## src/rtl/assert_macros.svh

```systemverilog
// Assertion macros shared by the point transform engine RTL.
// No dependencies; included by the files that carry assertions.
`ifndef ASSERT_MACROS_SVH
`define ASSERT_MACROS_SVH

// Checked at every rising edge outside reset.
`define PTE_ASSERT(lbl, clk, rst_n, prop) \
    lbl: assert property (@(posedge clk) disable iff (!rst_n) (prop)) \
        else $error("point transform engine: assertion failed");

// Checked at every rising edge, reset included.
`define PTE_ASSERT_ALWAYS(lbl, clk, prop) \
    lbl: assert property (@(posedge clk) (prop)) \
        else $error("point transform engine: assertion failed");

`endif

```

## src/rtl/pte_pkg.sv

```systemverilog
// Shared types, constants and helpers of the point transform engine.
// No dependencies; imported by every module of the block.
package pte_pkg;

    localparam int NCOORD       = 4;
    localparam int COORD_W      = 32;
    localparam int DEF_DIMS     = 4;
    localparam int DEF_MAX_PTS  = 1024;
    localparam int QUEUE_DEPTH  = 2;
    localparam int SAT_W        = 52;
    localparam int FRAC_BITS    = 16;

    localparam logic [1:0] REQ_TRANSFORM  = 2'd0;
    localparam logic [1:0] REQ_ACCUMULATE = 2'd1;
    localparam logic [1:0] REQ_CENTROID   = 2'd2;

    localparam logic [1:0] MODE_TRANSLATE = 2'd0;
    localparam logic [1:0] MODE_SCALE     = 2'd1;
    localparam logic [1:0] MODE_ROTATE    = 2'd2;

    localparam logic [1:0] ST_OK        = 2'd0;
    localparam logic [1:0] ST_BAD_PLANE = 2'd1;
    localparam logic [1:0] ST_EMPTY     = 2'd2;
    localparam logic [1:0] ST_FULL      = 2'd3;

    localparam logic [2:0] REG_MODE   = 3'd0;
    localparam logic [2:0] REG_COEF_A = 3'd1;
    localparam logic [2:0] REG_COEF_B = 3'd2;
    localparam logic [2:0] REG_AXES   = 3'd3;
    localparam logic [2:0] REG_OFF_0  = 3'd4;
    localparam logic [2:0] REG_OFF_1  = 3'd5;
    localparam logic [2:0] REG_OFF_2  = 3'd6;
    localparam logic [2:0] REG_OFF_3  = 3'd7;

    typedef enum logic [2:0] {
        K_TRANSLATE,
        K_SCALE,
        K_ROTATE,
        K_BAD_PLANE,
        K_ECHO,
        K_ACCUM,
        K_CENTROID,
        K_NOP
    } t_kind;

    typedef struct packed {
        t_kind                         kind;
        logic [NCOORD-1:0][COORD_W-1:0] coord;
    } t_item;

    typedef struct packed {
        logic [1:0]                     mode;
        logic [COORD_W-1:0]             coef_a;
        logic [COORD_W-1:0]             coef_b;
        logic [3:0]                     plane_axes;
        logic [NCOORD-1:0][COORD_W-1:0] offset;
    } t_cfg;

    function automatic logic [COORD_W-1:0] sat32(input logic signed [SAT_W-1:0] v);
        logic signed [SAT_W-1:0] hi;
        logic signed [SAT_W-1:0] lo;
        hi = SAT_W'(64'sh7FFF_FFFF);
        lo = -SAT_W'(64'sh8000_0000);
        if (v > hi) begin
            return 32'h7FFF_FFFF;
        end else if (v < lo) begin
            return 32'h8000_0000;
        end
        return v[COORD_W-1:0];
    endfunction

endpackage

```

## src/rtl/pte_queue.sv

```systemverilog
// Two-entry queue of classified words between the front and back stages.
// Depends on pte_pkg.
module pte_queue (
    input  logic           i_clk,
    input  logic           i_rst_n,
    input  logic           i_push_valid,
    output logic           o_push_ready,
    input  pte_pkg::t_item i_push_item,
    output logic           o_pop_valid,
    input  logic           i_pop_ready,
    output pte_pkg::t_item o_pop_item
);
    import pte_pkg::*;

    localparam int PTR_W = $clog2(QUEUE_DEPTH);

    t_item              r_mem [QUEUE_DEPTH];
    logic [PTR_W-1:0]   r_wr;
    logic [PTR_W-1:0]   r_rd;
    logic [PTR_W:0]     r_fill;
    logic               push;
    logic               pop;

    assign o_push_ready = (r_fill != (PTR_W+1)'(QUEUE_DEPTH));
    assign o_pop_valid  = (r_fill != '0);
    assign o_pop_item   = r_mem[r_rd];
    assign push         = i_push_valid && o_push_ready;
    assign pop          = o_pop_valid && i_pop_ready;

    always_ff @(posedge i_clk) begin
        if (!i_rst_n) begin
            r_wr   <= '0;
            r_rd   <= '0;
            r_fill <= '0;
        end else begin
            if (push) begin
                r_wr <= (r_wr == PTR_W'(QUEUE_DEPTH-1)) ? '0 : r_wr + 1'b1;
            end
            if (pop) begin
                r_rd <= (r_rd == PTR_W'(QUEUE_DEPTH-1)) ? '0 : r_rd + 1'b1;
            end
            r_fill <= r_fill + (PTR_W+1)'(push) - (PTR_W+1)'(pop);
        end
        if (push) begin
            r_mem[r_wr] <= i_push_item;
        end
    end

endmodule

```

## config.mk

```make
export PLATFORM = sky130hd
export DESIGN_NAME = pte_queue
export DESIGN_NICKNAME = d
export VERILOG_FILES = /design/src/rtl/assert_macros.svh /design/src/rtl/pte_pkg.sv /design/src/rtl/pte_queue.sv
export SDC_FILE = /design/constraint.sdc
export NUM_CORES = 1
export LEC_CHECK = 0
export ABC_AREA = 1
export BUFFER_PORTS_ARGS = -buffer_cell sky130_fd_sc_hd__clkbuf_2
export CAP_MARGIN = 40
export CORE_MARGIN = 2
export CORE_UTILIZATION = 40
export CTS_CLUSTER_SIZE = 25
export DETAILED_ROUTE_END_ITERATION = 10
export GPL_ROUTABILITY_DRIVEN = 1
export MAX_ROUTING_LAYER = met4
export PLACE_DENSITY = 0.62
export SYNTH_ARGS = -nofsm -noshare
export SYNTH_HDL_FRONTEND = slang
export SYNTH_SLANG_ARGS = --single-unit
```

## constraint.sdc

```tcl
create_clock -name i_clk -period 13.8 [get_ports i_clk]
set_input_delay 2.07 -clock i_clk [delete_from_list [all_inputs] [get_ports i_clk]]
set_output_delay 2.07 -clock i_clk [all_outputs]
set_load 0.1 [all_outputs]
```

# [Word-level counts from Yosys, hierarchy flattened]
# Memories as Yosys holds them, arrays and structs flattened. A register that Yosys moved wholly into a read port is not among the register bits.
# Index checks and enable logic that the tools add are counted.
[word_totals] latchBits=0 ff_bits=4 rom_bits=0 elab_cells=18 memories=1 ramBits=262 inputBits=135
[classes] mul=0 magnitude_cmp=0 addsub=4 n_eq_ne=1 n_div=0 n_reduce_logical=3 n_mux=6 n_shift=0 n_bitwise=0
[mem_list] memory="r_mem" words=2 width=131 rd=1 rd_ports_with_merged_regs=1 write_ports=1 line="pte_queue.sv:17" rtl="t_item r_mem [QUEUE_DEPTH];"
[ops] op="1-bit two-way mux" count=6
[ops] op="1-bit adder, second input constant" count=2
[ops] op="2-bit by 1-bit adder with 2-bit output" count=1
[ops] op="1-bit logical AND" count=2
[ops] op="2-bit != test, second input constant" count=1
[ops] op="2-bit nonzero test" count=1
[ops] op="2-bit by 1-bit subtractor with 2-bit output" count=1

# [Depth between registers and ports, before layout]
# Gate-level depths: netlist of the first run.
[depth] depth_word=4 depth_mapped=11 ltp_nobuf=11

# [Least setup slack after synthesis of the first run]
# Ideal clock, no wire load.
[synth_timing] path_type="in2reg" from="input port i_push_valid" to="memory r_mem[1][0] (netlist name), enable pin" n_path_buf=0 required_time_ns=13.175 slack_ns=5.414 t_arrival_ns=7.761 setup_time_ns=0.625 cell_stages=2 path_cell_list="nand2_1 nor2_1"
[synth_via] elab_chain_len=3
[synth_lines] item="from (decl)" line="pte_queue.sv:6" rtl="input logic i_push_valid,"
[synth_lines] item="1-bit logical AND" line="pte_queue.sv:27" rtl="assign push = i_push_valid && o_push_ready;"
[synth_lines] item="1-bit two-way mux" line="pte_queue.sv:44" rtl="if (push) begin"
[synth_lines] item="1-bit two-way mux (implied by the code)" line="pte_queue.sv:45" rtl="r_mem[r_wr] <= i_push_item;"
[synth_lines] item="to (decl)" line="pte_queue.sv:17"
# Every way passes these cells.

==> impl_metrics.ini, run 1 <==
[floorplan]
io-pin-count = 268
num_rows = 58
core_area_sq_um = 24960
die_h_um = 162.6
dieArea_sq_um = 26440
die_x_um = 162.6
start_util = 0.4030

[critical_path]
path_max_fanout = 48
cp.arrival_ns = 2.65
critPathLaunchType = register
required_ns = 11.73
path_delay_family = buffers and inverters
path_buf_inv = 3
cp_slowest_stage_delay_ns = 0.63
cpMaxStageDelayCell = dfxtp_4
end_kind = output port
path_class = register to output port
crit_chain = buf_4, buf_16, mux2_4, clkbuf_2

[cts]
clkSlewWorstSetupHoldPaths_ns = 0.06
h-tree-depth = 1
cts_tree = done
root_buffer = clkbuf_16
insertion_delay_ns = 0.53
ctsResizeCount = 0
cts_sinks = 267
holdBufCountCts = 0
clock_path_buffers = 3
cts_buffers = 28
cts_setup_buffers = 0

[sta]
period_share = 0.3419
setup_viol = 0
finalClockSkew_ns = 0.006305
finalHoldViolCount = 0
fin_tns_setup_ns = 0
slew_viol_final = 0
max_slew_margin = 0.4180
rsz0062_at_grt = no
post-route-min-period_ns = 4.718
tightest_slew_ns = 0.8710
fmax_mhz = 211.9

[yosys]
synthDistinctLibCells = 14
synth_area_sq_um = 10060
synthesis.nets = 580
avgSynthCellArea_sq_um = 22.66
syn_inst = 444
yosysSeqAreaShare = 0.7919
ys_seq_elements = 267
yosys_warnings = 0

[global_routing]
grt_max_degree = 59
busiest_layer = met2
met3_usage = 0.03972
met1_usage = 0.1667
grt_pass1_wl_um = 27480
grt_antenna_before_repair = 0
grt.met2_usage = 0.2246
globalRoute.totalOverflow = 0
grt_pass1_vias = 5105
grt_usage = 0.1379

[layout]
n_fill_cell = 2090
syn_to_final_growth_pct = 27.09
diodes = 0
final_area_sq_um = 12790
drive_above_1_share = 0.6013
final_nets = 870
final_util = 0.5122

[place]
post-dp-hpwl_um = 12630
port_buffers = 267
place.gp.congestion = 0.7393
placed_area_sq_um = 11800

[run]
drv_cap = 0

[detailed_routing]
postRouteAntennaNets = 0
via_per_inst = 4.571
routed_wl_um = 18640
initialDrtViolationCount = 271
wl_per_cell_um = 17.18
vias = 4960
first_pass_iters = 4
drc = 0

[hold_path]
hold_class = register to register

[run_status]
outcome = completed
kinds of logic after synthesis:
| kind of cell | share of synthesized area |
|---|---|
| multiplexers | 0.1802 |
| XOR/XNOR | 0.0008707 |
| AO/OA/AOI/OAI | 0.0004970 |
| buffers and inverters | 0.01729 |
| flip-flops | 0.7919 |
| adder cells (fa/ha/maj) | 0.001243 |
| AND/OR/NAND/NOR | 0.007959 |
flip-flops by register name, indices dropped and copies added, names as in the netlist, named ones only:
| name | count |
|---|---|
| r_mem | 262 |
| r_fill | 2 |
| r_rd | 1 |
| r_wr | 1 |
worst reg2reg max path, stage by stage, from the launching register on:
cell and delay (ns):
dfxtp_1 0.37, inv_1 0.06, nand2_1 0.08, nand2_1 0.21, nor2_4 0.73, buf_4 0.75
per-stage QoR:
stage / std cells / setup WS (ns) / hold slack, ns
2_1_floorplan: 444 / 5.414 / 0.4669
3_3_place_gp: 1031 / 8.795 / 0.4824
3_5_place_dp: 1034 / 9.476 / 0.4912
4_1_cts: 1085 / 9.026 / 0.5126
5_1_grt: 1085 / 8.975 / 0.5558
6_report: 1085 / 9.082 / 0.5052
cell usage in the layout, fill, tap and decap left out:
cell type   instances
nand2_1            11
nor2_1              7
ha_1                1
a21oi_1             1
mux2_2             41
dfxtp_4             1
dfxtp_1             4
clkbuf_2          267
xnor2_1             1
buf_16              3
nor2_4              2
bufinv_16           6
edfxtp_1          262
buf_4               5
clkbuf_1            2
clkinvlp_4          1
clkinv_1            4
mux2_4             90
clkbuf_16          29
clkinv_2            8
nand3_1             1
inv_6               1
inv_1               7
path summary, 6_finish.rpt:
path                                 from         endpoint  slack, ns  cells past startpoint
worst min-delay path                 r_rd         register       0.51                      2
worst min register to register       r_rd         register       0.51                      2
worst max-delay path             register  o_pop_item[113]       9.08                      4
worst max register to register  r_fill[0]    r_mem[0][115]      11.16                      5
cell usage after synthesis:
cell type / count / area [sq um]
a21oi_1: 1 / 5.000
buf_2: 4 / 20.02
buf_6: 10 / 112.6
buf_8: 1 / 15.01
dfxtp_1: 5 / 100.1
edfxtp_1: 262 / 7868
ha_1: 1 / 12.51
inv_1: 7 / 26.28
mux2_2: 41 / 461.7
mux2_4: 90 / 1351
nand2_1: 11 / 41.29
nand3_1: 1 / 5.000
nor2_1: 9 / 33.78
xnor2_1: 1 / 8.760
layout make-up:
class	instances	area (sq um)	share of cell area
Inverter	7	26.28	0.002055
Sequential cell	267	7971	0.6234
Multi-Input combinational cell	155	1934	0.1513
Clock buffer	31	733.2	0.05734
Clock inverter	20	251.5	0.01967
Timing Repair Buffer	275	1456	0.1139
Tap cell	330	412.9	0.03229
layer usage:
| layer | share of wire | wire (um) |
|---|---|---|
| met2 | 0.48 | 8972 |
| met1 | 0.41 | 7586 |
| met4 | 0.023 | 431 |
| met3 | 0.089 | 1651 |
| met5 | 0 | 0 |
Power of run 1 is left out: the tool's default activity adds up to more than one toggle a clock period on the data nets, which glitch-free logic cannot reach.
==> inputs of run 2 (changes only) <==
--- a/config.mk
+++ b/config.mk
@@ -14,7 +14,7 @@
 export DETAILED_ROUTE_END_ITERATION = 10
 export GPL_ROUTABILITY_DRIVEN = 1
 export MAX_ROUTING_LAYER = met4
-export PLACE_DENSITY = 0.62
+export PLACE_DENSITY = 0.65
 export SYNTH_ARGS = -nofsm -noshare
 export SYNTH_HDL_FRONTEND = slang
 export SYNTH_SLANG_ARGS = --single-unit
==> constraint.sdc (replaced) <==
create_clock -name i_clk -period 4 [get_ports i_clk]
set_input_delay 0.6 -clock i_clk [delete_from_list [all_inputs] [get_ports i_clk]]
set_output_delay 0.6 -clock i_clk [all_outputs]
set_load 0.1 [all_outputs]
==> run 2 against run 1 <==
  * Clock-buffer cell count is 2 higher
  * Wire length is 1.3% higher
  * Cell count is 0.18% higher
  * Worst setup slack worse by 8.0 ns
  * Worst hold slack worse by 0.25 ns
  * Register-to-register slack worse by 9.4 ns
  * Global-route usage is 0.32 points higher
  * Sequential cell count stayed put
  * Sequential share of layout area is 0.51 points higher
  * Non-clock buffer count is 2 higher
  * First-iteration DRC count is 14% higher
  * Core utilization is 0.42 points lower
  * Critical path type unchanged
  * Critical endpoint is now o_pop_item[18]
  * Highest routed layer unchanged
==> impl_metrics.ini, run 2 (same netlist as run 1, synthesis figures left out) <==
[run_status]
outcome = completed

[sta]
setup_viol = 0
rsz0062_at_grt = no
finalClockSkew_ns = 0.009816
finalHoldViolCount = 0
tightest_slew_ns = 0.8600
fin_tns_setup_ns = 0
period_share = 0.7214
worst_slack_ns = 1.114
max_slew_margin = 0.4267
fmax_mhz = 346.5
post-route-min-period_ns = 2.886
slew_viol_final = 0

[cts]
h-tree-depth = 1
root_buffer = clkbuf_16
cts_buffers = 28
holdBufCountCts = 0
insertion_delay_ns = 0.54
clkSlewWorstSetupHoldPaths_ns = 0.06
cts_setup_buffers = 0
clock_path_buffers = 3
cts_sinks = 267
ctsResizeCount = 0
cts_tree = done

[layout]
layout_commonest_cell = clkbuf_2
largest_register_ffs = 262
largest_registers = r_mem: 262 flops, r_fill: 2 flops
final_util = 0.5080
n_fill_cell = 2032
final_nets = 872
final_cell_mix = clkbuf_2, edfxtp_1, mux2_4
fin_cells = 1087
diodes = 0
drive_above_1_share = 0.5945
syn_to_final_growth_pct = 26.05
regMostFlops = r_mem

[place]
post-dp-hpwl_um = 12830
dp.cells = 1036
place.gp.congestion = 0.7602
dp_worst_setup_slack_ns = 1.596
port_buffers = 267

[critical_path]
worstRegToRegCells = 5
critPathLaunchType = register
end_kind = output port
r2r_slack_ns = 1.81
reg2reg_to = r_mem[1][18]
required_ns = 3.40
cp.arrival_ns = 2.29
path_max_fanout = 45
path_class = register to output port
r2r-start = r_fill[0]

[detailed_routing]
vias = 5048
routed_wl_um = 18890
initialDrtViolationCount = 308
via_per_inst = 4.644
drc = 0
first_pass_iters = 4
postRouteAntennaNets = 0
wl_per_cell_um = 17.38

[hold_path]
hold_path_depth = 1
min_to = r_mem[0][43]
hold_start = i_push_item[43]
hold_class = input pin to register

[floorplan]
dieArea_sq_um = 26440
io-pin-count = 268
num_rows = 58
core_area_sq_um = 24960
start_util = 0.4030
die_h_um = 162.6
die_x_um = 162.6

[global_routing]
grt_usage = 0.1411
grt_max_degree = 63
grt_antenna_before_repair = 0
grt_pass1_vias = 5250
grt_pass1_wl_um = 28110
grt.met2_usage = 0.2325
globalRoute.totalOverflow = 0
met3_usage = 0.03743
met1_usage = 0.1707
busiest_layer = met2

[run]
drv_cap = 0
run 2: cell count changes in the layout (fill, tap and decap cells not counted), sizes merged:
| cell | delta |
|---|---|
| bufinv | -3 |
| buf | +2 |
| clkbuf | +2 |
| clkinv | +1 |
run 2: worst max path at each step:
stage / start / end / cells after the start
after floorplan: r_fill[0] / r_mem[1][0] / 4
after global placement: i_push_valid / r_mem[1][27] / 4
after detailed placement: i_push_valid / r_mem[1][20] / 4
after CTS: register / o_pop_item[18] / 3
after global routing: register / o_pop_item[18] / 3
final: register / o_pop_item[18] / 3
run 2: critical path: stages (launching register included):
cell and delay, ns:
dfxtp_4 0.37, buf_4 0.53, mux2_2 0.43, clkbuf_2 0.37
run 2: layout make-up:
type / instances / area (sq um) / area share
Tap cell: 330 / 412.9 / 0.03256
Multi-Input combinational cell: 155 / 1934 / 0.1525
Timing Repair Buffer: 277 / 1444 / 0.1139
Clock inverter: 18 / 173.9 / 0.01371
Sequential cell: 267 / 7971 / 0.6286
Inverter: 7 / 26.28 / 0.002072
Clock buffer: 33 / 719.4 / 0.05673
run 2: routing by layer:
| metal | wire, um | vias to the layer above |
|---|---|---|
| li1 | - | 2327 |
| met1 | 7383 | 2470 |
| met2 | 9288 | 211 |
| met3 | 1720 | 40 |
| met4 | 495 | 0 |
| met5 | 0 | - |
run 2: stage by stage:
stage                     hold slack [ns]  instance area, sq um
after global routing               0.2208                 12680
after detailed placement           0.5019                 11790
after CTS                          0.2174                 12680
after global placement             0.4843                 11760
after floorplan                    0.4669                 10070
final                              0.2505                 12680
Power of run 2 is left out for the same reason.
