### src/rtl/assert_macros.svh
// Assertion macros shared by the point transform engine RTL.
// No dependencies; included by the files that carry assertions.
`ifndef ASSERT_MACROS_SVH
`define ASSERT_MACROS_SVH

// Checked at every rising edge outside reset.
`define PTE_ASSERT(lbl, clk, rst_n, prop) \
    lbl: assert property (@(posedge clk) disable iff (!rst_n) (prop)) \
        else $error("point transform engine: assertion failed");

// Checked at every rising edge, reset included.
`define PTE_ASSERT_ALWAYS(lbl, clk, prop) \
    lbl: assert property (@(posedge clk) (prop)) \
        else $error("point transform engine: assertion failed");

`endif

### src/rtl/pte_pkg.sv
// Shared types, constants and helpers of the point transform engine.
// No dependencies; imported by every module of the block.
package pte_pkg;

    localparam int NCOORD       = 4;
    localparam int COORD_W      = 32;
    localparam int DEF_DIMS     = 4;
    localparam int DEF_MAX_PTS  = 1024;
    localparam int QUEUE_DEPTH  = 2;
    localparam int SAT_W        = 52;
    localparam int FRAC_BITS    = 16;

    localparam logic [1:0] REQ_TRANSFORM  = 2'd0;
    localparam logic [1:0] REQ_ACCUMULATE = 2'd1;
    localparam logic [1:0] REQ_CENTROID   = 2'd2;

    localparam logic [1:0] MODE_TRANSLATE = 2'd0;
    localparam logic [1:0] MODE_SCALE     = 2'd1;
    localparam logic [1:0] MODE_ROTATE    = 2'd2;

    localparam logic [1:0] ST_OK        = 2'd0;
    localparam logic [1:0] ST_BAD_PLANE = 2'd1;
    localparam logic [1:0] ST_EMPTY     = 2'd2;
    localparam logic [1:0] ST_FULL      = 2'd3;

    localparam logic [2:0] REG_MODE   = 3'd0;
    localparam logic [2:0] REG_COEF_A = 3'd1;
    localparam logic [2:0] REG_COEF_B = 3'd2;
    localparam logic [2:0] REG_AXES   = 3'd3;
    localparam logic [2:0] REG_OFF_0  = 3'd4;
    localparam logic [2:0] REG_OFF_1  = 3'd5;
    localparam logic [2:0] REG_OFF_2  = 3'd6;
    localparam logic [2:0] REG_OFF_3  = 3'd7;

    typedef enum logic [2:0] {
        K_TRANSLATE,
        K_SCALE,
        K_ROTATE,
        K_BAD_PLANE,
        K_ECHO,
        K_ACCUM,
        K_CENTROID,
        K_NOP
    } t_kind;

    typedef struct packed {
        t_kind                         kind;
        logic [NCOORD-1:0][COORD_W-1:0] coord;
    } t_item;

    typedef struct packed {
        logic [1:0]                     mode;
        logic [COORD_W-1:0]             coef_a;
        logic [COORD_W-1:0]             coef_b;
        logic [3:0]                     plane_axes;
        logic [NCOORD-1:0][COORD_W-1:0] offset;
    } t_cfg;

    function automatic logic [COORD_W-1:0] sat32(input logic signed [SAT_W-1:0] v);
        logic signed [SAT_W-1:0] hi;
        logic signed [SAT_W-1:0] lo;
        hi = SAT_W'(64'sh7FFF_FFFF);
        lo = -SAT_W'(64'sh8000_0000);
        if (v > hi) begin
            return 32'h7FFF_FFFF;
        end else if (v < lo) begin
            return 32'h8000_0000;
        end
        return v[COORD_W-1:0];
    endfunction

endpackage

### src/rtl/pte_front.sv
// Front stage: takes input words and classifies them by request and mode.
// Depends on pte_pkg.
module pte_front #(
    parameter int DIMENSIONS = pte_pkg::DEF_DIMS
) (
    input  logic                  i_clk,
    input  logic                  i_rst_n,
    input  logic                  i_in_valid,
    output logic                  o_in_ready,
    input  logic [1:0]            i_req_type,
    input  logic [pte_pkg::NCOORD-1:0][pte_pkg::COORD_W-1:0] i_coord,
    input  pte_pkg::t_cfg         i_cfg,
    output logic                  o_push_valid,
    input  logic                  i_push_ready,
    output pte_pkg::t_item        o_push_item
);
    import pte_pkg::*;

    logic       r_valid;
    t_item      r_item;
    t_kind      kind;
    logic [1:0] ai;
    logic [1:0] aj;
    logic       plane_ok;

    assign ai       = i_cfg.plane_axes[1:0];
    assign aj       = i_cfg.plane_axes[3:2];
    assign plane_ok = (ai != aj) && (int'(ai) < DIMENSIONS) && (int'(aj) < DIMENSIONS);

    always_comb begin
        unique case (i_req_type)
            REQ_TRANSFORM: begin
                unique case (i_cfg.mode)
                    MODE_TRANSLATE: kind = K_TRANSLATE;
                    MODE_SCALE:     kind = K_SCALE;
                    MODE_ROTATE:    kind = plane_ok ? K_ROTATE : K_BAD_PLANE;
                    default:        kind = K_ECHO;
                endcase
            end
            REQ_ACCUMULATE: kind = K_ACCUM;
            REQ_CENTROID:   kind = K_CENTROID;
            default:        kind = K_NOP;
        endcase
    end

    assign o_in_ready   = !r_valid || i_push_ready;
    assign o_push_valid = r_valid;
    assign o_push_item  = r_item;

    always_ff @(posedge i_clk) begin
        if (!i_rst_n) begin
            r_valid <= 1'b0;
        end else if (o_in_ready) begin
            r_valid <= i_in_valid;
        end
        if (i_in_valid && o_in_ready) begin
            r_item.kind  <= kind;
            r_item.coord <= i_coord;
        end
    end

endmodule

### config.mk
export PLATFORM = sky130hd
export DESIGN_NAME = pte_front
export DESIGN_NICKNAME = d
export VERILOG_FILES = /design/src/rtl/assert_macros.svh /design/src/rtl/pte_pkg.sv /design/src/rtl/pte_front.sv
export SDC_FILE = /design/constraint.sdc
export NUM_CORES = 1
export LEC_CHECK = 0
export BUFFER_PORTS_ARGS = -buffer_cell sky130_fd_sc_hd__buf_2
export CAP_MARGIN = 20
export CELL_PAD_IN_SITES_DETAIL_PLACEMENT = 0
export CELL_PAD_IN_SITES_GLOBAL_PLACEMENT = 1
export CORE_AREA = 2 2 182 184
export DETAILED_ROUTE_END_ITERATION = 8
export DIE_AREA = 0 0 184 186
export HOLD_SLACK_MARGIN = 0.08
export PLACE_DENSITY = 0.5
export SYNTH_ARGS = -nofsm -noshare
export SYNTH_HDL_FRONTEND = slang
export SYNTH_SLANG_ARGS = --single-unit
### constraint.sdc
create_clock -name i_clk -period 9.68 [get_ports i_clk]
set_clock_uncertainty 0.1 [all_clocks]
set_input_delay 1.936 -clock i_clk [delete_from_list [all_inputs] [get_ports i_clk]]
set_output_delay 1.936 -clock i_clk [all_outputs]
set_load 0.02 [all_outputs]
=== Word level (Yosys, flattened, before mapping) ===
Cells that the tools add are included.

* Mux-type cells: 3
* Bitwise gates (word level): 0
* Magnitude comparators: 0
* Eq/ne operators: 5
* Div/mod/pow operators: 0
* Multipliers: 0
* Shift-type cells: 0
* Reductions and logical operators: 5
* $add $sub $neg: 0

{| class="wikitable"
|+ Operator list
! cell !! number
|-
| 3-bit case mux with 3 select lines || 2
|-
| 2-bit by 1-bit == test with 1-bit output, second input constant || 2
|-
| 2-bit == test, second input constant || 2
|-
| 2-bit logical NOT || 2
|-
| 2-bit inequality test || 1
|-
| 1-bit logical AND || 1
|-
| 1-bit logical NOT || 1
|-
| 1-bit logical OR || 1
|-
| 1-bit two-way mux || 1
|}

* Bits of input ports: 332
* Output and inout port bits: 133
* Memory bits (read-only): 0
* Word-level logic and storage cells: 19
* Register bits after elaboration: 132
* Latch bits: 0
* Memories: 0
* Memory bits (writable): 0

=== Logic depth before layout (Yosys ltp) ===
Gate-level depths: netlist of the first run.

* Word-level depth: 4
* Depth in mapped cells: 5

=== Worst setup path after synthesis of the first run ===
Ideal clock, no wire load.

* Kind: input -> register
* Start point: in i_push_ready
* End point: reg r_item, in the netlist o_push_item[0] (enable)
* Setup slack: 3830 ps
* Library setup time: 505 ps
* Cell stages on the path: 2
* Buffers on the path: 0
* Arrival: 5245 ps
* Data required time: 9075 ps
* Path through: nand2b_1 -> and2_1

* Cells in the longest elaborated chain, start to end: 2

{| class="wikitable"
|+ Ends and longest elaborated chain
! element !! line !! RTL
|-
| start: declaration || pte_front.sv:14 || <nowiki>input logic i_push_ready,</nowiki>
|-
| 1-bit logical OR || pte_front.sv:46 || <nowiki>assign o_in_ready = !r_valid || i_push_ready;</nowiki>
|-
| 1-bit logical AND || pte_front.sv:56 || <nowiki>if (i_in_valid && o_in_ready) begin</nowiki>
|-
| end: declaration || pte_front.sv:20 || <nowiki>t_item r_item;</nowiki>
|}

Every way passes these cells.
A chain may end at the register's enable or synchronous reset.

=== Worst setup path in the final report of the first run ===
* Start point: in i_push_ready
* End point: out o_in_ready

* Cells in the longest elaborated chain, start to end: 1

{| class="wikitable"
|+ Ends and longest elaborated chain
! element !! line !! RTL
|-
| 1-bit logical OR || pte_front.sv:46 ||
|-
| end: declaration || pte_front.sv:9 || <nowiki>output logic o_in_ready,</nowiki>
|}

Every way passes these cells.

==> results of run 1 <==
-- sequential cells by signal (all words and copies together) (netlist names) --
register,cells
o_push_item,131
o_push_valid,1
-- per-layer routing --
metal  up-vias  global-route usage, %  routed length (µm)
met2       236                   10.0                4990
met3        21                   7.00                2470
met5         -                      0                  34
met1      1167                   6.96                4480
met4         6                   3.36                 221
li1       1202                      -                   -
-- logic make-up after synthesis --
family	after synthesis
adder cells (fa/ha/maj)	2
AO/OA/AOI/OAI	6
buffers and inverters	3
AND/OR/NAND/NOR	6
XOR/XNOR	2
flip-flops	132
-- final cells by class --
cell class / count / area, µm²
inverter: 3 / 11.3
fill: 3484 / 25700
clock buffer: 21 / 440
antenna: 5 / 12.5
clock inverter: 8 / 87.6
tap: 408 / 510
timing repair buffer: 273 / 1370
sequential: 132 / 3950
multi-input combinational: 16 / 131
-- worst max-delay path: cells and delay by family --
kind                   cells  cell delay [ps]
and+or+nand+nor            1              160
buffers and inverters      2              260
-- worst min path at each step --
stage | to | cells past startpoint | slack [ps] | start
detailed placement | o_push_valid | 2 | 440 | o_push_valid
CTS | o_push_valid | 2 | 450 | o_push_valid
finish | o_push_valid | 2 | 450 | o_push_valid
global route | o_push_valid | 2 | 500 | o_push_valid
global placement | o_push_valid | 2 | 430 | o_push_valid
floorplan | o_push_valid | 2 | 630 | o_push_valid
-- cells in the mapped netlist, drive strengths merged --
library cell	n
and4bb	2
dfxtp	1
a311o	1
nand2b	1
xnor2	2
a21oi	2
a31oi	1
inv	3
nand2	2
o31ai	1
ha	2
edfxtp	131
a21boi	1
and2	1
-- per-stage QoR --
stage / area [µm²] / std cells
after floorplan: 4090 / 151
after global routing: 6510 / 862
after detailed placement: 5980 / 832
after global placement: 5980 / 832
final: 6520 / 866
after CTS: 6500 / 861
-- power by group through the flow --
stage / Clock (mW) / Sequential (mW) / Combinational (mW)
5_1_grt: 0.659 / 0.682 / 0.134
4_1_cts: 0.637 / 0.679 / 0.127
3_3_place_gp: 0 / 0.690 / 0.126
2_1_floorplan: 0 / 0.737 / 0.0135
6_report: 0.605 / 0.678 / 0.124
3_5_place_dp: 0 / 0.690 / 0.127
==> metrics.txt, run 1 <==
# TYPE chip_impl_metric gauge
chip_impl_info{name="status",value="complete, no violations"} 1
chip_impl_metric{name="clkPwrFrac",unit="%"} 43.0
chip_impl_metric{name="cts_num_sinks",unit=""} 132
chip_impl_metric{name="clock_latency",unit="ps"} 420
chip_impl_metric{name="ys_ff_latch",unit=""} 132
chip_impl_metric{name="setup_viol",unit=""} 0
chip_impl_metric{name="crit_fanout",unit=""} 3
chip_impl_metric{name="core_box_area",unit="µm²"} 32200
chip_impl_metric{name="cts_htree_levels",unit=""} 4
chip_impl_info{name="largest_area_contributor_in_the_netlist",value="sky130_fd_sc_hd__edfxtp_1"} 1
chip_impl_metric{name="rows",unit=""} 66
chip_impl_metric{name="maxCapViolations",unit=""} 0
chip_impl_metric{name="power.share.switching",unit="%"} 23.0
chip_impl_info{name="worstPathCellList",value="buf_2 > nand2b_1 > buf_2"} 1
chip_impl_metric{name="relSlewSlack",unit="%"} 34.7
chip_impl_info{name="cp_common_cell",value="sky130_fd_sc_hd__buf_2"} 1
chip_impl_metric{name="final_core_utilization",unit="%"} 20.2
chip_impl_metric{name="design.portCount",unit=""} 465
chip_impl_metric{name="timing.critical_path.arrival",unit="ps"} 2350
chip_impl_metric{name="yosys.area.top_type_share",unit="%"} 96.1
chip_impl_info{name="synth_top_cells_by_area",value="sky130_fd_sc_hd__edfxtp_1 96%, sky130_fd_sc_hd__and4bb_1 0.61%, sky130_fd_sc_hd__ha_1 0.61%, sky130_fd_sc_hd__dfxtp_1 0.49%, sky130_fd_sc_hd__xnor2_1 0.43%"} 1
chip_impl_metric{name="detailedPlacementHpwl",unit="µm"} 9050
chip_impl_metric{name="power.combinational.fraction",unit="%"} 8.8
chip_impl_metric{name="finalNetCount",unit=""} 777
chip_impl_info{name="layout_common_cells",value="272 x sky130_fd_sc_hd__buf_2, 131 x sky130_fd_sc_hd__edfxtp_1, 17 x sky130_fd_sc_hd__clkbuf_16, 4 x sky130_fd_sc_hd__clkbuf_1, 4 x sky130_fd_sc_hd__clkinv_2"} 1
chip_impl_info{name="crit-reg2reg-launch",value="o_push_valid"} 1
chip_impl_metric{name="cp_slowest_stage_delay",unit="ps"} 170
chip_impl_metric{name="grt_first_pass_wirelength",unit="µm"} 16600
chip_impl_metric{name="chipHeight",unit="µm"} 186
chip_impl_metric{name="drt.antenna.violating_nets",unit=""} 0
chip_impl_metric{name="timing_max_transition_violations_final",unit=""} 0
chip_impl_metric{name="synth.yosys.seq_area_share",unit="%"} 96.6
chip_impl_info{name="worst_setup_path_endpoint",value="o_in_ready"} 1
chip_impl_metric{name="grt_pass1_vias",unit=""} 2692
chip_impl_info{name="regToRegEndpoint",value="o_push_item[77]"} 1
chip_impl_metric{name="cp.required",unit="ps"} 7640
chip_impl_metric{name="synth_compound_gate_area_share",unit="%"} 1.01
chip_impl_metric{name="power.share.sequential",unit="%"} 48.2
chip_impl_metric{name="detailedRoute.firstIterationViolations",unit=""} 64
chip_impl_metric{name="setup_total_neg_slack",unit="ps"} 0
chip_impl_info{name="layout_commonest_cell",value="sky130_fd_sc_hd__buf_2"} 1
chip_impl_metric{name="starting_density_of_the_core",unit="%"} 12.7
chip_impl_metric{name="post_drt_wl_per_cell",unit="µm"} 14.1
chip_impl_info{name="setup_repair_after_global_routing_missed_its_margin",value="no"} 1
chip_impl_metric{name="rrSetupSlack",unit="ps"} 7080
chip_impl_metric{name="mapped_cell_area",unit="µm²"} 4090
chip_impl_metric{name="maximum_number_of_pins_on_one_net_before_global_route_repair",unit=""} 71
chip_impl_metric{name="syn-mean-instance-area",unit="µm²"} 27.1
chip_impl_metric{name="cts-root-to-sink-buffers",unit=""} 2
chip_impl_metric{name="internal_power",unit="mW"} 1.08
chip_impl_metric{name="synthesis.instances",unit=""} 151
chip_impl_metric{name="setup_bufs_post_cts",unit=""} 0
chip_impl_info{name="crit_slowest_cell",value="sky130_fd_sc_hd__buf_2"} 1
chip_impl_metric{name="total_power",unit="mW"} 1.41
chip_impl_metric{name="drt-vias-per-instance",unit=""} 3.04
chip_impl_metric{name="grt_use_total",unit="%"} 7.15
chip_impl_metric{name="post_synth_mux_area_share",unit="%"} 0
chip_impl_metric{name="cts_resized",unit=""} 0
chip_impl_info{name="cp-end-kind",value="output pin"} 1
chip_impl_metric{name="switchingPower",unit="mW"} 0.324
chip_impl_metric{name="max_freq",unit="GHz"} 0.228
chip_impl_metric{name="io_buffer_count",unit=""} 272
chip_impl_info{name="critical_path.startpoint",value="i_push_ready"} 1
chip_impl_metric{name="ir_worst_vdd",unit="µV"} 108
chip_impl_metric{name="clk_pin_slew_worst_paths",unit="ps"} 50
chip_impl_metric{name="flow.area_growth_from_synthesis",unit="%"} 59.2
chip_impl_metric{name="rr_worst_depth",unit=""} 3
chip_impl_metric{name="layout_worst_path_cycle_share",unit="%"} 45.3
chip_impl_info{name="combinational_family_with_the_most_area_after_synthesis",value="simple AND/OR/NAND/NOR gates"} 1
chip_impl_metric{name="dpl_worst_slack",unit="ps"} 5290
chip_impl_metric{name="synth-adder-area-share",unit="%"} 0.611
chip_impl_metric{name="dr.pass1.iters",unit=""} 4
chip_impl_metric{name="worst_pin_slew",unit="ps"} 979
chip_impl_info{name="cts_tree",value="built"} 1
chip_impl_metric{name="yosys.area_share.simple",unit="%"} 1.10
chip_impl_metric{name="fin_hold_ws",unit="ps"} 447
chip_impl_metric{name="total_leakage_power",unit="nW"} 2.68
chip_impl_metric{name="cts_inserted_buffers",unit=""} 17
chip_impl_metric{name="global_route.overflow_total",unit=""} 0
chip_impl_metric{name="cts_hold_buf",unit=""} 0
chip_impl_info{name="clockRootBuffer",value="sky130_fd_sc_hd__clkbuf_16"} 1
chip_impl_metric{name="finalHoldViolations",unit=""} 0
chip_impl_metric{name="post_synth_xor_xnor_area",unit="%"} 0.428
chip_impl_info{name="hold_class",value="reg -> reg"} 1
chip_impl_metric{name="count_of_yosys_warnings_during_synthesis",unit=""} 0
chip_impl_metric{name="syn_nets",unit=""} 485
chip_impl_info{name="worst_setup_path_start_kind",value="primary input"} 1
chip_impl_metric{name="via_count",unit=""} 2632
chip_impl_metric{name="routabilityCongestion",unit=""} 0.662
chip_impl_metric{name="drive_gt1_share",unit="%"} 65.6
chip_impl_metric{name="die-area",unit="µm²"} 34200
chip_impl_metric{name="horizontal_die_dimension",unit="µm"} 184
chip_impl_metric{name="grt_antenna_before_repair",unit=""} 8
chip_impl_metric{name="drc_errors",unit=""} 0
chip_impl_metric{name="power_dens_cells",unit="nW/µm²"} 216
chip_impl_metric{name="routed_wl",unit="µm"} 12200
chip_impl_metric{name="final_critical_path_setup_slack",unit="ps"} 5290
chip_impl_info{name="setup.worst_path.class",value="in -> out"} 1
chip_impl_metric{name="layout_min_cycle_time",unit="ps"} 4390
chip_impl_metric{name="synth_cell_types",unit=""} 14
Power figures use the tool's default switching activity.
==> inputs of run 2 (changes only) <==
--- a/config.mk
+++ b/config.mk
@@ -5,6 +5,7 @@
 export SDC_FILE = /design/constraint.sdc
 export NUM_CORES = 1
 export LEC_CHECK = 0
+export ABC_AREA = 1
 export BUFFER_PORTS_ARGS = -buffer_cell sky130_fd_sc_hd__buf_2
 export CAP_MARGIN = 20
 export CELL_PAD_IN_SITES_DETAIL_PLACEMENT = 0
@@ -13,7 +14,7 @@
 export DETAILED_ROUTE_END_ITERATION = 8
 export DIE_AREA = 0 0 184 186
 export HOLD_SLACK_MARGIN = 0.08
-export PLACE_DENSITY = 0.5
+export PLACE_DENSITY = 0.52
 export SYNTH_ARGS = -nofsm -noshare
 export SYNTH_HDL_FRONTEND = slang
 export SYNTH_SLANG_ARGS = --single-unit
==> constraint.sdc (replaced) <==
create_clock -name i_clk -period 3.95 [get_ports i_clk]
set_clock_uncertainty 0.1 [all_clocks]
set_input_delay 0.79 -clock i_clk [delete_from_list [all_inputs] [get_ports i_clk]]
set_output_delay 0.79 -clock i_clk [all_outputs]
set_load 0.02 [all_outputs]
==> metrics.txt, run 2 <==
# TYPE chip_impl_metric gauge
chip_impl_info{name="regToRegEndpoint",value="o_push_item[53]"} 1
chip_impl_metric{name="timing_max_transition_violations_final",unit=""} 0
chip_impl_metric{name="timing.critical_path.arrival",unit="ps"} 1220
chip_impl_metric{name="clock_latency",unit="ps"} 420
chip_impl_info{name="cp-end-kind",value="output pin"} 1
chip_impl_metric{name="drt.antenna.violating_nets",unit=""} 0
chip_impl_metric{name="dr.pass1.iters",unit=""} 4
chip_impl_metric{name="final_critical_path_setup_slack",unit="ps"} 1840
chip_impl_metric{name="post_drt_wl_per_cell",unit="µm"} 14.5
chip_impl_metric{name="total_leakage_power",unit="nW"} 2.79
chip_impl_info{name="crit-reg2reg-launch",value="o_push_valid"} 1
chip_impl_metric{name="rrSetupSlack",unit="ps"} 2230
chip_impl_metric{name="detailedPlacementHpwl",unit="µm"} 10300
chip_impl_metric{name="rr_worst_depth",unit=""} 2
chip_impl_info{name="synth_commonest_cells",value="131 x sky130_fd_sc_hd__edfxtp_1, 10 x sky130_fd_sc_hd__inv_1, 10 x sky130_fd_sc_hd__nand2_1"} 1
chip_impl_info{name="clockRootBuffer",value="sky130_fd_sc_hd__clkbuf_16"} 1
chip_impl_metric{name="syn-mean-instance-area",unit="µm²"} 25.2
chip_impl_metric{name="fillers",unit=""} 3475
chip_impl_metric{name="regArea",unit="µm²"} 3950
chip_impl_metric{name="global_route.overflow_total",unit=""} 0
chip_impl_metric{name="routabilityCongestion",unit=""} 0.645
chip_impl_metric{name="synth_edf_count",unit=""} 131
chip_impl_info{name="status",value="complete, no violations"} 1
chip_impl_metric{name="setup_total_neg_slack",unit="ps"} 0
chip_impl_metric{name="clk_pin_slew_worst_paths",unit="ps"} 70
chip_impl_info{name="cts_tree",value="built"} 1
chip_impl_metric{name="power_dens_cells",unit="nW/µm²"} 546
chip_impl_metric{name="crit_fanout",unit=""} 2
chip_impl_metric{name="cts_inserted_buffers",unit=""} 17
chip_impl_metric{name="finalHoldViolations",unit=""} 0
chip_impl_info{name="ys.flop_type",value="sky130_fd_sc_hd__edfxtp_1"} 1
chip_impl_metric{name="largest_reg_flops",unit=""} 131
chip_impl_metric{name="cts_resized",unit=""} 0
chip_impl_metric{name="core_box_area",unit="µm²"} 32200
chip_impl_metric{name="synth.yosys.seq_area_share",unit="%"} 96.1
chip_impl_metric{name="detailedRoute.firstIterationViolations",unit=""} 83
chip_impl_info{name="hold_class",value="in -> reg"} 1
chip_impl_metric{name="maximum_number_of_pins_on_one_net_before_global_route_repair",unit=""} 48
chip_impl_metric{name="routed_wl",unit="µm"} 12800
chip_impl_metric{name="starting_density_of_the_core",unit="%"} 12.8
chip_impl_metric{name="count_of_yosys_warnings_during_synthesis",unit=""} 0
chip_impl_metric{name="layout_min_cycle_time",unit="ps"} 2110
chip_impl_metric{name="async_flop_share",unit="%"} 0
chip_impl_metric{name="drt-vias-per-instance",unit=""} 3.06
chip_impl_metric{name="horizontal_die_dimension",unit="µm"} 184
chip_impl_metric{name="grt_antenna_before_repair",unit=""} 7
chip_impl_metric{name="ir_worst_vdd",unit="µV"} 389
chip_impl_metric{name="max_freq",unit="GHz"} 0.474
chip_impl_metric{name="grt_first_pass_wirelength",unit="µm"} 17000
chip_impl_metric{name="multi_input_area",unit="µm²"} 133
chip_impl_metric{name="synth_cell_types",unit=""} 13
chip_impl_metric{name="maxCapViolations",unit=""} 0
chip_impl_info{name="worst_setup_path_endpoint",value="o_in_ready"} 1
chip_impl_metric{name="yosys.area.top_type_share",unit="%"} 95.6
chip_impl_info{name="dominant_cell_by_count_in_the_synthesized_netlist",value="sky130_fd_sc_hd__edfxtp_1"} 1
chip_impl_metric{name="syn_nets",unit=""} 497
chip_impl_metric{name="grt_use_total",unit="%"} 7.44
chip_impl_info{name="layout_commonest_cell",value="sky130_fd_sc_hd__buf_2"} 1
chip_impl_metric{name="grt_pass1_vias",unit=""} 2720
chip_impl_metric{name="drive_gt1_share",unit="%"} 65.6
chip_impl_info{name="worst_setup_path_start_kind",value="primary input"} 1
chip_impl_metric{name="mapped_cell_area",unit="µm²"} 4110
chip_impl_metric{name="dpl_worst_slack",unit="ps"} 1610
chip_impl_info{name="setup.worst_path.class",value="in -> out"} 1
chip_impl_info{name="synth_top_cells_by_area",value="sky130_fd_sc_hd__edfxtp_1 96%, sky130_fd_sc_hd__inv_1 0.91%, sky130_fd_sc_hd__nand2_1 0.91%, sky130_fd_sc_hd__ha_1 0.61%, sky130_fd_sc_hd__dfxtp_1 0.49%"} 1
chip_impl_metric{name="setup_viol",unit=""} 0
chip_impl_metric{name="layout_worst_path_cycle_share",unit="%"} 53.4
chip_impl_metric{name="total_power",unit="mW"} 3.66
chip_impl_metric{name="synthesis.instances",unit=""} 163
chip_impl_metric{name="via_count",unit=""} 2693
chip_impl_metric{name="design.portCount",unit=""} 465
chip_impl_metric{name="setup_bufs_post_cts",unit=""} 0
chip_impl_metric{name="drc_errors",unit=""} 0
chip_impl_info{name="largest_area_contributor_in_the_netlist",value="sky130_fd_sc_hd__edfxtp_1"} 1
chip_impl_info{name="layout_common_cells",value="272 x sky130_fd_sc_hd__buf_2, 131 x sky130_fd_sc_hd__edfxtp_1, 17 x sky130_fd_sc_hd__clkbuf_16, 10 x sky130_fd_sc_hd__inv_1, 10 x sky130_fd_sc_hd__nand2_1"} 1
chip_impl_metric{name="io_buffer_count",unit=""} 272
chip_impl_metric{name="cts_hold_buf",unit=""} 0
chip_impl_metric{name="worst_pin_slew",unit="ps"} 681
chip_impl_metric{name="chipHeight",unit="µm"} 186
chip_impl_metric{name="cp.required",unit="ps"} 3060
chip_impl_metric{name="relSlewSlack",unit="%"} 54.5
chip_impl_metric{name="flow.area_growth_from_synthesis",unit="%"} 62.9
chip_impl_info{name="critical_path.startpoint",value="i_push_ready"} 1
chip_impl_metric{name="cts_num_sinks",unit=""} 132
chip_impl_metric{name="rows",unit=""} 66
chip_impl_metric{name="finalNetCount",unit=""} 792
chip_impl_metric{name="cts-root-to-sink-buffers",unit=""} 2
chip_impl_info{name="setup_repair_after_global_routing_missed_its_margin",value="no"} 1
chip_impl_metric{name="cts_htree_levels",unit=""} 4
chip_impl_metric{name="ys_ff_latch",unit=""} 132
chip_impl_metric{name="die-area",unit="µm²"} 34200
run 2: final cells by class:
class                           count  share of cell area, %
Tap cell                          408                   7.62
Multi-Input combinational cell     21                   1.98
Antenna cell                        2                 0.0747
Clock buffer                       17                   6.35
Clock inverter                     15                   3.05
Inverter                           10                  0.560
Sequential cell                   132                   59.0
Timing Repair Buffer              276                   21.3
run 2: kinds of logic (layout without fill, tap and decap cells):
kind of cell | after synthesis | after routing | share of synthesized area (%)
AOI/OAI and AO/OA | 7 | 7 | 1.19
buffers and inverters | 10 | 318 | 0.913
other | 0 | 2 | 0
DFF | 132 | 132 | 96.1
and+or+nand+nor | 12 | 12 | 1.16
adders and majority gates | 2 | 2 | 0.608
run 2: per-layer routing:
metal | wire (µm) | vias to the layer above | GRT usage, %
met5 | 56 | - | 0
met4 | 247 | 10 | 3.58
met3 | 2190 | 23 | 6.53
met2 | 5590 | 220 | 11.0
met1 | 4730 | 1208 | 7.17
li1 | - | 1232 | -
run 2: power by group:
part | leakage [nW] | internal [mW] | total (mW) | switching, mW
clock network | 0.303 | 1.06 | 1.68 | 0.622
logic | 1.21 | 0.113 | 0.315 | 0.202
registers | 1.28 | 1.64 | 1.66 | 0.0214
total | 2.79 | 2.81 | 3.66 | 0.846
run 2: worst min path at each step:
stage                 start               to  slack (ps)  cells after the start
2_1_floorplan  o_push_valid     o_push_valid         660                      2
4_1_cts         i_coord[76]  o_push_item[76]         380                      1
6_report        i_coord[39]  o_push_item[39]         430                      1
3_5_place_dp   o_push_valid     o_push_valid         460                      2
5_1_grt         i_coord[76]  o_push_item[76]         380                      1
3_3_place_gp   o_push_valid     o_push_valid         440                      2
run 2: critical path: stages:
cell and delay [ps]:
sky130_fd_sc_hd__buf_2 90, sky130_fd_sc_hd__inv_1 100, sky130_fd_sc_hd__nand2_1 70, sky130_fd_sc_hd__buf_2 160
run 2: through the flow:
step                utilization, %  instances  hold slack [ps]  instance area (µm²)
floorplan                        -        163              664                 4120
global placement              18.8        847              440                 6060
detailed placement            18.8        847              462                 6060
CTS                           20.8        879              384                 6690
global route                  20.8        879              379                 6690
finish                        20.8        881              428                 6700
==> inputs of run 3 (changes only) <==
--- a/config.mk
+++ b/config.mk
@@ -10,9 +10,9 @@
 export CAP_MARGIN = 20
 export CELL_PAD_IN_SITES_DETAIL_PLACEMENT = 0
 export CELL_PAD_IN_SITES_GLOBAL_PLACEMENT = 1
-export CORE_AREA = 2 2 182 184
+export CORE_AREA = 2 2 179 181
 export DETAILED_ROUTE_END_ITERATION = 8
-export DIE_AREA = 0 0 184 186
+export DIE_AREA = 0 0 181 183
 export HOLD_SLACK_MARGIN = 0.08
 export PLACE_DENSITY = 0.52
 export SYNTH_ARGS = -nofsm -noshare
==> constraint.sdc (replaced) <==
create_clock -name i_clk -period 2.17 [get_ports i_clk]
set_clock_uncertainty 0.1 [all_clocks]
set_input_delay 0.434 -clock i_clk [delete_from_list [all_inputs] [get_ports i_clk]]
set_output_delay 0.434 -clock i_clk [all_outputs]
set_load 0.02 [all_outputs]
==> metrics.txt, run 3 (same netlist as run 2, synthesis figures left out) <==
# TYPE chip_impl_metric gauge
chip_impl_info{name="setup_repair_after_global_routing_missed_its_margin",value="no"} 1
chip_impl_metric{name="total_power",unit="mW"} 6.80
chip_impl_metric{name="setup_bufs_post_cts",unit=""} 0
chip_impl_metric{name="total_leakage_power",unit="nW"} 3.28
chip_impl_metric{name="routed_wl",unit="µm"} 13700
chip_impl_metric{name="detailedRoute.firstIterationViolations",unit=""} 88
chip_impl_info{name="status",value="complete, no violations"} 1
chip_impl_metric{name="chipHeight",unit="µm"} 183
chip_impl_metric{name="dr.pass1.iters",unit=""} 3
chip_impl_metric{name="final_core_utilization",unit="%"} 25.2
chip_impl_info{name="worstPathCellList",value="buf_2"} 1
chip_impl_metric{name="rr_worst_depth",unit=""} 3
chip_impl_metric{name="fin_hold_ws",unit="ps"} 105
chip_impl_metric{name="io_buffer_count",unit=""} 272
chip_impl_metric{name="final_critical_path_setup_slack",unit="ps"} 600
chip_impl_metric{name="maxCapViolations",unit=""} 0
chip_impl_metric{name="dpl_worst_slack",unit="ps"} 473
chip_impl_metric{name="post_drt_wl_per_cell",unit="µm"} 13.8
chip_impl_metric{name="routabilityCongestion",unit=""} 0.687
chip_impl_metric{name="drt.antenna.violating_nets",unit=""} 0
chip_impl_metric{name="finalNetCount",unit=""} 910
chip_impl_metric{name="drc_errors",unit=""} 0
chip_impl_metric{name="crit_cells",unit=""} 1
chip_impl_metric{name="setup_total_neg_slack",unit="ps"} 0
chip_impl_metric{name="relSlewSlack",unit="%"} 82.8
chip_impl_metric{name="global_route.overflow_total",unit=""} 0
chip_impl_info{name="crit_slowest_cell",value="sky130_fd_sc_hd__edfxtp_1"} 1
chip_impl_metric{name="design.portCount",unit=""} 465
chip_impl_metric{name="largest_reg_flops",unit=""} 131
chip_impl_metric{name="clk_pin_slew_worst_paths",unit="ps"} 60
chip_impl_metric{name="rrSetupSlack",unit="ps"} 800
chip_impl_metric{name="detailedPlacementHpwl",unit="µm"} 9980
chip_impl_metric{name="clock_latency",unit="ps"} 430
chip_impl_metric{name="max_freq",unit="GHz"} 0.637
chip_impl_metric{name="finalHoldViolations",unit=""} 0
chip_impl_metric{name="final-instance-count-excl-fill",unit=""} 992
chip_impl_metric{name="cp_slowest_stage_delay",unit="ps"} 420
chip_impl_metric{name="m1WireLength",unit="µm"} 6040
chip_impl_info{name="crit-reg2reg-launch",value="o_push_valid"} 1
chip_impl_info{name="cp-end-kind",value="output pin"} 1
chip_impl_metric{name="placed_area",unit="µm²"} 6090
chip_impl_info{name="setup.worst_path.class",value="reg -> out"} 1
chip_impl_metric{name="met3_wirelength",unit="µm"} 1950
chip_impl_metric{name="core_box_area",unit="µm²"} 31200
chip_impl_metric{name="worst_hold_path_cells",unit=""} 1
chip_impl_info{name="timing.critical_path.max_delay_family",value="flip-flops"} 1
chip_impl_metric{name="drive_gt1_share",unit="%"} 53.2
chip_impl_metric{name="cts_htree_levels",unit=""} 4
chip_impl_metric{name="starting_density_of_the_core",unit="%"} 13.2
chip_impl_metric{name="setup_viol",unit=""} 0
chip_impl_metric{name="worst_pin_slew",unit="ps"} 257
chip_impl_info{name="cts_tree",value="built"} 1
chip_impl_metric{name="timing.critical_path.arrival",unit="ps"} 1040
chip_impl_metric{name="flow.area_growth_from_synthesis",unit="%"} 91.4
chip_impl_metric{name="maximum_number_of_pins_on_one_net_before_global_route_repair",unit=""} 47
chip_impl_info{name="layout_common_cells",value="272 x sky130_fd_sc_hd__buf_2, 131 x sky130_fd_sc_hd__edfxtp_1, 117 x sky130_fd_sc_hd__dlygate4sd3_1, 17 x sky130_fd_sc_hd__clkbuf_16, 10 x sky130_fd_sc_hd__nand2_1"} 1
chip_impl_metric{name="layout_worst_path_cycle_share",unit="%"} 72.4
chip_impl_metric{name="layout_min_cycle_time",unit="ps"} 1570
chip_impl_metric{name="drt-vias-per-instance",unit=""} 3.11
chip_impl_info{name="worst_hold_startpoint",value="i_coord[76]"} 1
chip_impl_metric{name="routed-wl-met2",unit="µm"} 5480
chip_impl_metric{name="rows",unit=""} 65
chip_impl_info{name="critical_path.startpoint",value="o_push_item[90]"} 1
chip_impl_metric{name="cts-root-to-sink-buffers",unit=""} 2
chip_impl_metric{name="crit_buf_inv",unit=""} 1
chip_impl_metric{name="horizontal_die_dimension",unit="µm"} 181
chip_impl_metric{name="cts_num_sinks",unit=""} 132
chip_impl_metric{name="crit_fanout",unit=""} 1
chip_impl_metric{name="grt_pass1_vias",unit=""} 3256
chip_impl_metric{name="cp.required",unit="ps"} 1640
chip_impl_metric{name="grt_use_total",unit="%"} 8.31
chip_impl_metric{name="power_dens_cells",unit="nW/µm²"} 863
chip_impl_info{name="clockRootBuffer",value="sky130_fd_sc_hd__clkbuf_16"} 1
chip_impl_info{name="layout_commonest_cell",value="sky130_fd_sc_hd__buf_2"} 1
chip_impl_metric{name="cts_inserted_buffers",unit=""} 17
chip_impl_metric{name="grt_antenna_before_repair",unit=""} 5
chip_impl_info{name="worst_setup_path_start_kind",value="register"} 1
chip_impl_metric{name="ir_worst_vdd",unit="µV"} 458
chip_impl_metric{name="grt_first_pass_wirelength",unit="µm"} 19400
chip_impl_metric{name="placed_cells_incl_taps",unit=""} 842
chip_impl_metric{name="die-area",unit="µm²"} 33100
chip_impl_info{name="top_signal_layer_used",value="met5"} 1
chip_impl_metric{name="timing_max_transition_violations_final",unit=""} 0
chip_impl_metric{name="via_count",unit=""} 3087
chip_impl_metric{name="finish.instance_area",unit="µm²"} 7870
chip_impl_info{name="hold_class",value="in -> reg"} 1
## run 3: changes by cell type in the layout (fill, tap and decap cells not counted), sizes merged
cell / delta
dlygate4sd3: +117
buf: +1
bufinv: -1
clkinv: +1
clkinvlp: -1
## run 3: final timing paths
check,to
hold / removal,o_push_item[76]
setup / recovery,o_push_item[90]
setup reg to reg,o_push_item[11]
hold reg to reg,o_push_valid
## run 3: where the power goes
group / internal [mW] / switching (mW) / leakage [nW]
Combinational: 0.349 / 0.410 / 1.71
Sequential: 2.98 / 0.0376 / 1.28
Clock: 1.82 / 1.20 / 0.296
## run 3: final cells by class
cell class	count	area (µm²)
Fill cell	3280	23400
Sequential cell	132	3960
Timing Repair Buffer	394	2620
Tap cell	402	503
Clock buffer	17	425
Clock inverter	14	180
Multi-Input combinational cell	21	133
Inverter	10	50.0
Antenna cell	2	5.00
## run 3: routing by layer
metal  GRT usage, %  vias to the layer above
li1               -                     1476
met1           9.76                     1371
met2           11.7                      221
met3           5.88                       15
met4           3.12                        4
met5              0                        -
## run 3: repair_timing
| action | 4_1_cts | 5_1_grt |
|---|---|---|
| resized for setup | 0 | 0 |
| endpoints found under the hold margin | 117 | 0 |
| hold buffers | 117 | 0 |
